==> src/sv/mle_pkg.sv <==
// Shared types, constants and the letter table for the Morse letter encoder.
// No dependencies; imported by every module of the block.
`default_nettype none

package mle_pkg;

    // Field and register widths.
    localparam int unsigned CHAR_W = 8;
    localparam int unsigned DUR_W  = 16;
    localparam int unsigned CFG_IDX_W = 2;

    // Character bounds of the encoded range.
    localparam logic [CHAR_W-1:0] CHAR_A = 8'h61;
    localparam logic [CHAR_W-1:0] CHAR_Z = 8'h7a;

    // Reset values of the duration registers, in milliseconds.
    localparam logic [DUR_W-1:0] DOT_ON_RESET  = 16'd250;
    localparam logic [DUR_W-1:0] DASH_ON_RESET = 16'd1000;
    localparam logic [DUR_W-1:0] GAP_RESET     = 16'd250;

    // Configuration register indexes.
    typedef enum logic [CFG_IDX_W-1:0] {
        REG_DOT_ON  = 2'd0,
        REG_DASH_ON = 2'd1,
        REG_GAP     = 2'd2
    } cfg_reg_t;

    // One decoded character. The pattern is left-aligned: bit 3 is the first
    // element, and a set bit is a dash. last_elem is the element count less one.
    typedef struct packed {
        logic       bad;
        logic [1:0] last_elem;
        logic [3:0] pattern;
    } letter_t;

    // Morse table, indexed by the letter's offset from 'a'.
    function automatic letter_t letter_lookup(input logic [4:0] idx);
        letter_t l;
        l.bad = 1'b0;
        unique case (idx)
            5'd0:  begin l.last_elem = 2'd1; l.pattern = 4'b0100; end // a
            5'd1:  begin l.last_elem = 2'd3; l.pattern = 4'b1000; end // b
            5'd2:  begin l.last_elem = 2'd3; l.pattern = 4'b1010; end // c
            5'd3:  begin l.last_elem = 2'd2; l.pattern = 4'b1000; end // d
            5'd4:  begin l.last_elem = 2'd0; l.pattern = 4'b0000; end // e
            5'd5:  begin l.last_elem = 2'd3; l.pattern = 4'b0010; end // f
            5'd6:  begin l.last_elem = 2'd2; l.pattern = 4'b1100; end // g
            5'd7:  begin l.last_elem = 2'd3; l.pattern = 4'b0000; end // h
            5'd8:  begin l.last_elem = 2'd1; l.pattern = 4'b0000; end // i
            5'd9:  begin l.last_elem = 2'd3; l.pattern = 4'b0111; end // j
            5'd10: begin l.last_elem = 2'd2; l.pattern = 4'b1010; end // k
            5'd11: begin l.last_elem = 2'd3; l.pattern = 4'b0100; end // l
            5'd12: begin l.last_elem = 2'd1; l.pattern = 4'b1100; end // m
            5'd13: begin l.last_elem = 2'd1; l.pattern = 4'b1000; end // n
            5'd14: begin l.last_elem = 2'd2; l.pattern = 4'b1110; end // o
            5'd15: begin l.last_elem = 2'd3; l.pattern = 4'b0110; end // p
            5'd16: begin l.last_elem = 2'd3; l.pattern = 4'b1101; end // q
            5'd17: begin l.last_elem = 2'd2; l.pattern = 4'b0100; end // r
            5'd18: begin l.last_elem = 2'd2; l.pattern = 4'b0000; end // s
            5'd19: begin l.last_elem = 2'd0; l.pattern = 4'b1000; end // t
            5'd20: begin l.last_elem = 2'd2; l.pattern = 4'b0010; end // u
            5'd21: begin l.last_elem = 2'd3; l.pattern = 4'b0001; end // v
            5'd22: begin l.last_elem = 2'd2; l.pattern = 4'b0110; end // w
            5'd23: begin l.last_elem = 2'd3; l.pattern = 4'b1001; end // x
            5'd24: begin l.last_elem = 2'd3; l.pattern = 4'b1011; end // y
            5'd25: begin l.last_elem = 2'd3; l.pattern = 4'b1100; end // z
            default: begin
                // Offsets past 'z' never reach here; treat them as bad.
                l.bad       = 1'b1;
                l.last_elem = 2'd0;
                l.pattern   = 4'b0000;
            end
        endcase
        return l;
    endfunction

endpackage

`default_nettype wire

==> src/sv/mle_decode.sv <==
// Character decoder: maps a character byte to its Morse pattern or a bad mark.
// Depends on mle_pkg.
`default_nettype none

module mle_decode (
    input  wire logic [mle_pkg::CHAR_W-1:0] char_code,
    output mle_pkg::letter_t                letter
);
    import mle_pkg::*;

    logic [4:0] offset;
    logic       in_range;

    // Range check and table lookup on the offset from 'a'.
    always_comb begin
        offset   = char_code[4:0] - CHAR_A[4:0];
        in_range = (char_code >= CHAR_A) && (char_code <= CHAR_Z);
        if (in_range) begin
            letter = letter_lookup(offset);
        end else begin
            letter.bad       = 1'b1;
            letter.last_elem = 2'd0;
            letter.pattern   = 4'b0000;
        end
    end

endmodule

`default_nettype wire

==> src/sv/mle_seq.sv <==
// Segment sequencer: holds one decoded character, steps through its segments
// and drives the registered result channel. Depends on mle_pkg.
`default_nettype none

module mle_seq (
    input  wire logic                      aclk,
    input  wire logic                      aresetn,
    input  wire logic                      in_valid,
    output logic                           in_ready,
    input  wire mle_pkg::letter_t          in_letter,
    input  wire logic [mle_pkg::DUR_W-1:0] dot_on,
    input  wire logic [mle_pkg::DUR_W-1:0] dash_on,
    input  wire logic [mle_pkg::DUR_W-1:0] gap,
    output logic                           out_valid,
    input  wire logic                      out_ready,
    output logic                           out_level,
    output logic [mle_pkg::DUR_W-1:0]      out_duration,
    output logic                           out_bad,
    output logic                           out_last
);
    import mle_pkg::*;

    logic             hold_valid_reg, hold_valid_next;
    letter_t          hold_reg, hold_next;
    logic [2:0]       seg_reg, seg_next;
    logic             m_valid_reg, m_valid_next;
    logic             level_reg, level_next;
    logic [DUR_W-1:0] dur_reg, dur_next;
    logic             bad_reg, bad_next;
    logic             last_reg, last_next;

    logic             out_load;
    logic             seg_last;
    logic             is_dash;
    logic             accept;

    // The output register takes a segment when it is empty or being drained.
    always_comb begin
        out_load = hold_valid_reg && (!m_valid_reg || out_ready);
        seg_last = hold_reg.bad || (seg_reg[0] && (seg_reg[2:1] == hold_reg.last_elem));
        is_dash  = hold_reg.pattern[~seg_reg[2:1]];
        in_ready = !hold_valid_reg || (out_load && seg_last);
        accept   = in_valid && in_ready;
    end

    // Holding register and segment counter.
    always_comb begin
        hold_valid_next = hold_valid_reg;
        hold_next       = hold_reg;
        seg_next        = seg_reg;
        if (accept) begin
            hold_valid_next = 1'b1;
            hold_next       = in_letter;
            seg_next        = 3'd0;
        end else if (out_load && seg_last) begin
            hold_valid_next = 1'b0;
        end else if (out_load) begin
            seg_next = seg_reg + 3'd1;
        end
    end

    // Segment formation: even steps are the high part, odd steps the gap.
    always_comb begin
        m_valid_next = m_valid_reg;
        level_next   = level_reg;
        dur_next     = dur_reg;
        bad_next     = bad_reg;
        last_next    = last_reg;
        if (out_load) begin
            m_valid_next = 1'b1;
            last_next    = seg_last;
            bad_next     = hold_reg.bad;
            if (hold_reg.bad) begin
                level_next = 1'b0;
                dur_next   = '0;
            end else begin
                level_next = !seg_reg[0];
                dur_next   = seg_reg[0] ? gap : (is_dash ? dash_on : dot_on);
            end
        end else if (out_ready) begin
            m_valid_next = 1'b0;
        end
    end

    // Control state is reset; payload registers are not.
    always_ff @(posedge aclk) begin
        if (!aresetn) begin
            hold_valid_reg <= 1'b0;
            m_valid_reg    <= 1'b0;
        end else begin
            hold_valid_reg <= hold_valid_next;
            m_valid_reg    <= m_valid_next;
        end
        hold_reg  <= hold_next;
        seg_reg   <= seg_next;
        level_reg <= level_next;
        dur_reg   <= dur_next;
        bad_reg   <= bad_next;
        last_reg  <= last_next;
    end

    assign out_valid    = m_valid_reg;
    assign out_level    = level_reg;
    assign out_duration = dur_reg;
    assign out_bad      = bad_reg;
    assign out_last     = last_reg;

endmodule

`default_nettype wire

==> src/sv/morse_letter_encoder.sv <==
// Morse letter encoder top level: duration registers, decoder and sequencer.
// Depends on mle_pkg, mle_decode and mle_seq.
//
// Usage:
// The input channel (s_valid/s_ready/s_char_code) takes one character byte per
// request. A letter 'a' to 'z' produces two to eight segments on the result
// channel (m_valid/m_ready and payload): a high segment of the dot or dash
// time followed by a low segment of the gap time for each element, with
// m_last on the final low segment. Any other byte produces one segment with
// m_bad_char, m_last, level low and zero duration.
// The accepted character waits in the sequencer's holding register, from which
// its segments pass into the output register. Segments leave at one per cycle
// while the receiver takes them; the next character is taken in the cycle its
// predecessor's last segment enters the output register.
// When the receiver stalls, the output register holds its segment and the
// sequencer waits; s_ready stays low while a held character cannot advance.
// Reset clears all pending work and loads the durations with 250, 1000 and
// 250 ms. The durations are written over cfg_wr_en/cfg_index/cfg_wdata; the
// user must do so only while the block is idle, which the block does not
// enforce. Writes to index 3 are ignored.
`default_nettype none

module morse_letter_encoder (
    input  wire logic                          aclk,
    input  wire logic                          aresetn,
    input  wire logic                          s_valid,
    output logic                               s_ready,
    input  wire logic [mle_pkg::CHAR_W-1:0]    s_char_code,
    output logic                               m_valid,
    input  wire logic                          m_ready,
    output logic                               m_level,
    output logic [mle_pkg::DUR_W-1:0]          m_duration_ms,
    output logic                               m_bad_char,
    output logic                               m_last,
    input  wire logic                          cfg_wr_en,
    input  wire logic [mle_pkg::CFG_IDX_W-1:0] cfg_index,
    input  wire logic [mle_pkg::DUR_W-1:0]     cfg_wdata
);
    import mle_pkg::*;

    logic [DUR_W-1:0] dot_on_reg, dot_on_next;
    logic [DUR_W-1:0] dash_on_reg, dash_on_next;
    logic [DUR_W-1:0] gap_reg, gap_next;
    letter_t          letter;

    // Duration register writes.
    always_comb begin
        dot_on_next  = dot_on_reg;
        dash_on_next = dash_on_reg;
        gap_next     = gap_reg;
        if (cfg_wr_en) begin
            unique case (cfg_index)
                REG_DOT_ON:  dot_on_next  = cfg_wdata;
                REG_DASH_ON: dash_on_next = cfg_wdata;
                REG_GAP:     gap_next     = cfg_wdata;
                default:     ;
            endcase
        end
    end

    always_ff @(posedge aclk) begin
        if (!aresetn) begin
            dot_on_reg  <= DOT_ON_RESET;
            dash_on_reg <= DASH_ON_RESET;
            gap_reg     <= GAP_RESET;
        end else begin
            dot_on_reg  <= dot_on_next;
            dash_on_reg <= dash_on_next;
            gap_reg     <= gap_next;
        end
    end

    // Character decode feeds the sequencer's holding register.
    mle_decode u_decode (
        .char_code (s_char_code),
        .letter    (letter)
    );

    mle_seq u_seq (
        .aclk         (aclk),
        .aresetn      (aresetn),
        .in_valid     (s_valid),
        .in_ready     (s_ready),
        .in_letter    (letter),
        .dot_on       (dot_on_reg),
        .dash_on      (dash_on_reg),
        .gap          (gap_reg),
        .out_valid    (m_valid),
        .out_ready    (m_ready),
        .out_level    (m_level),
        .out_duration (m_duration_ms),
        .out_bad      (m_bad_char),
        .out_last     (m_last)
    );

endmodule

`default_nettype wire

==> config.mk <==
export PLATFORM = sky130hd
export DESIGN_NAME = morse_letter_encoder
export DESIGN_NICKNAME = d
export VERILOG_FILES = /design/src/sv/mle_pkg.sv /design/src/sv/mle_decode.sv /design/src/sv/mle_seq.sv /design/src/sv/morse_letter_encoder.sv
export SDC_FILE = /design/constraint.sdc
export NUM_CORES = 1
export LEC_CHECK = 0
export BUFFER_PORTS_ARGS = -buffer_cell sky130_fd_sc_hd__buf_2
export CORE_MARGIN = 3
export CORE_UTILIZATION = 35
export DETAILED_ROUTE_END_ITERATION = 10
export GPL_TIMING_DRIVEN = 0
export PLACE_DENSITY = 0.53
export RECOVER_POWER = 50
export SKIP_LAST_GASP = 1
export SLEW_MARGIN = 10
export SYNTH_ARGS = -nofsm -noshare
export SYNTH_HDL_FRONTEND = slang
export SYNTH_SLANG_ARGS = --single-unit
==> constraint.sdc <==
create_clock -name aclk -period 1.9 [get_ports aclk]
set_clock_uncertainty 0.05 [all_clocks]
set_input_delay 0.285 -clock aclk [delete_from_list [all_inputs] [get_ports aclk]]
set_output_delay 0.285 -clock aclk [all_outputs]
set_load 0.01 [all_outputs]
==> metrics <==
initial antenna violation count=0; WL final=8650 µm; worst skew pair latency=340 ps; multi-input logic area=1667 µm²; Setup CP Type=register to register; crit path launch=u_seq.seg_reg[1]$_SDFFE_PP0P_; Worst setup EP type=register; drt wl/cell=14.97 µm; Least-Margin Pin Slew=621.8 ps; Final Hold Fails=0; highest clock rate=525.2 MHz; Rel. slew slack=0.5846; H-tree depth=3; grt ovf=0; Top Layer Used=met4; clock slew at reported path FFs=80 ps; RD Place Congestion=0.8046; # IOs=52; first-pass GRT wire length=13710 µm; CP arrival=1930 ps; Final TNS setup=-3.964 ps; most frequent cell after synthesis=nand2_1; DRT Pass-1 Iters=4; CTS tree=yes; reg2reg start=u_seq.seg_reg[1]$_SDFFE_PP0P_; drc violations=0; die height=107.9 µm; post-route minimum period=1904 ps; share of synthesized registers carrying an async set or reset=0; DP HPWL=5891 µm; Critical Path Start Type=register; FF+latch area=1846 µm²; number of DRC markers in iteration 0=107; CORE AREA=9955 µm²; CTS max path bufs=2; Max-Cap Viols=0; #FFs+latches synth=79; port bufs=49; Post-Synthesis Cells=378; top post-synthesis cells by area=dfxtp_1 (29%), edfxtp_1 (21%), nand2_1 (10%), a21boi_0 (6.2%), mux2i_1 (4.4%); vias per cell=4.884; top cells by count, synth=nand2_1 (99), dfxtp_1 (53), a21boi_0 (30); Synth area leader=dfxtp_1; Fill cells=1025; Num Clock Sinks=79; post-synth cell types=48; top cell type's share of synthesized area=0.2919; Die Wd=107.9 µm; fin util=0.4228; Final ANT Viol Nets=0; P&R area growth vs syn=15.80%; dpl cells=560; synthesized area=3635 µm²; post-route insts no fill=578; GR Util All Layers=0.1531; CP Data Required Time=1930 ps; share of cells above drive strength 1=0.1640; leak pwr=1.566 nW; number of global-route vias before repair=2646; main flop type after synthesis=dfxtp_1; fin. max-slew vios=0; Hold Crit Class=input port to register; Root Buffer=clkbuf_8; via count=2823; M1 WL=4170 µm; FP Rows=36; DR WL met3=374 µm; ANT cells=0; power per cell area=774.6 nW/µm²; setup violators final=1; CTS Buf Count=9; syn_nets=410; pin count of the biggest net entering global routing=22; nets=472; syn_area_per_cell=9.616 µm²; Die ar.=11640 µm²; status=finished, violations left; VDD IR max=0.2738 mV; starting density of the core=0.3651; violations in the final reports=negative setup slack; final worst path period share=1.002; Post-synth EDFFs=26; HP Start=cfg_wdata[3]; CP Max Fanout=10; Tot Pwr=3.261 mW; PnR worst setup slack=-3.964 ps; Seq/Total Area, Yosys=0.5067; RSZ-0062 raised after global routing=true; routed wire length on met2=3988 µm; warnings from Yosys=0
[cell families after synthesis]
family	share of synthesized area
xor gates and xnor gates	0.004820
adders and majority gates	0.003442
muxes	0.1133
AOI/OAI and AO/OA	0.1281
and+or+nand+nor	0.2041
buffers and inverters	0.03958
DFF	0.5067
[through the flow]
stage | hold WS (ps) | area (µm²) | worst slack [ps]
final | 134.9 | 4209 | -3.964
after global routing | 145.8 | 4209 | -85.05
after CTS | 125.5 | 4238 | -78.24
after detailed placement | 391.0 | 4050 | -155.2
after global placement | 385.9 | 4050 | -128.7
after floorplan | 359.0 | 3638 | 2.927
[worst max-delay path, cell delays in order (launching register included)]
cell,delay (ps)
dfxtp_4,360
mux4_2,550
buf_12,190
mux2_4,290
mux2i_1,140
nor2_1,60
[worst paths after layout]
| kind | cells past startpoint | to | slack (ps) |
|---|---|---|---|
| worst max-delay path | 5 | u_seq.out_duration[14]$_SDFFCE_PP0P_ | -4 |
| worst max register to register | 5 | u_seq.out_duration[14]$_SDFFCE_PP0P_ | -4 |
| worst min register to register | 2 | dot_on_reg[9]$_SDFFE_PN0P_ | 410 |
| worst min-delay path | 3 | dash_on_reg[3]$_SDFFE_PN1P_ | 130 |
[cell usage in the layout, fill, tap and decap left out, types with 3 or more instances in the layout]
cell	synthesis	layout
nand2_1	99	99
dfxtp_1	53	52
clkbuf_1	22	45
a21boi_0	30	30
buf_2	0	26
edfxtp_1	26	26
nor2_1	21	21
nand3_1	19	19
mux2i_1	16	16
mux2_4	10	10
a21oi_1	9	9
clkbuf_8	0	9
mux2_2	7	7
buf_4	2	6
o21ai_0	7	6
nand2b_1	5	5
inv_1	4	4
nor3b_1	4	4
clkinv_2	0	4
nor2b_1	4	3
nand3b_1	3	3
a211oi_1	3	3
[repair_timing]
action | 4_1_cts | 5_1_grt
endpoints found under the setup margin | 20 | 26
hold buffers | 0 | 0
resized for setup | 3 | 3
pin swaps | 0 | 1
setup buffers | 3 | 1
[routing by layer]
metal | track usage | up-vias
met5 | 0 | -
met4 | 0.04779 | 0
met3 | 0.03179 | 9
met2 | 0.2416 | 56
met1 | 0.2109 | 1333
li1 | - | 1425
[area by class of cell]
| cell class | count | share of cell area |
|---|---|---|
| clock inverter | 6 | 0.006540 |
| tap | 133 | 0.03954 |
| multi-input combinational | 269 | 0.3960 |
| timing repair buffer | 53 | 0.05856 |
| inverter | 4 | 0.003567 |
| clock buffer | 10 | 0.03032 |
| buffer | 24 | 0.02705 |
| sequential | 79 | 0.4385 |
[power by group]
part | total [mW] | internal (mW) | switching, mW
combinational | 0.379 | 0.159 | 0.220
sequential | 1.84 | 1.81 | 0.0298
clock | 1.04 | 0.457 | 0.583
total | 3.26 | 2.43 | 0.832
Note: power is estimated with default switching activity, not from simulation.
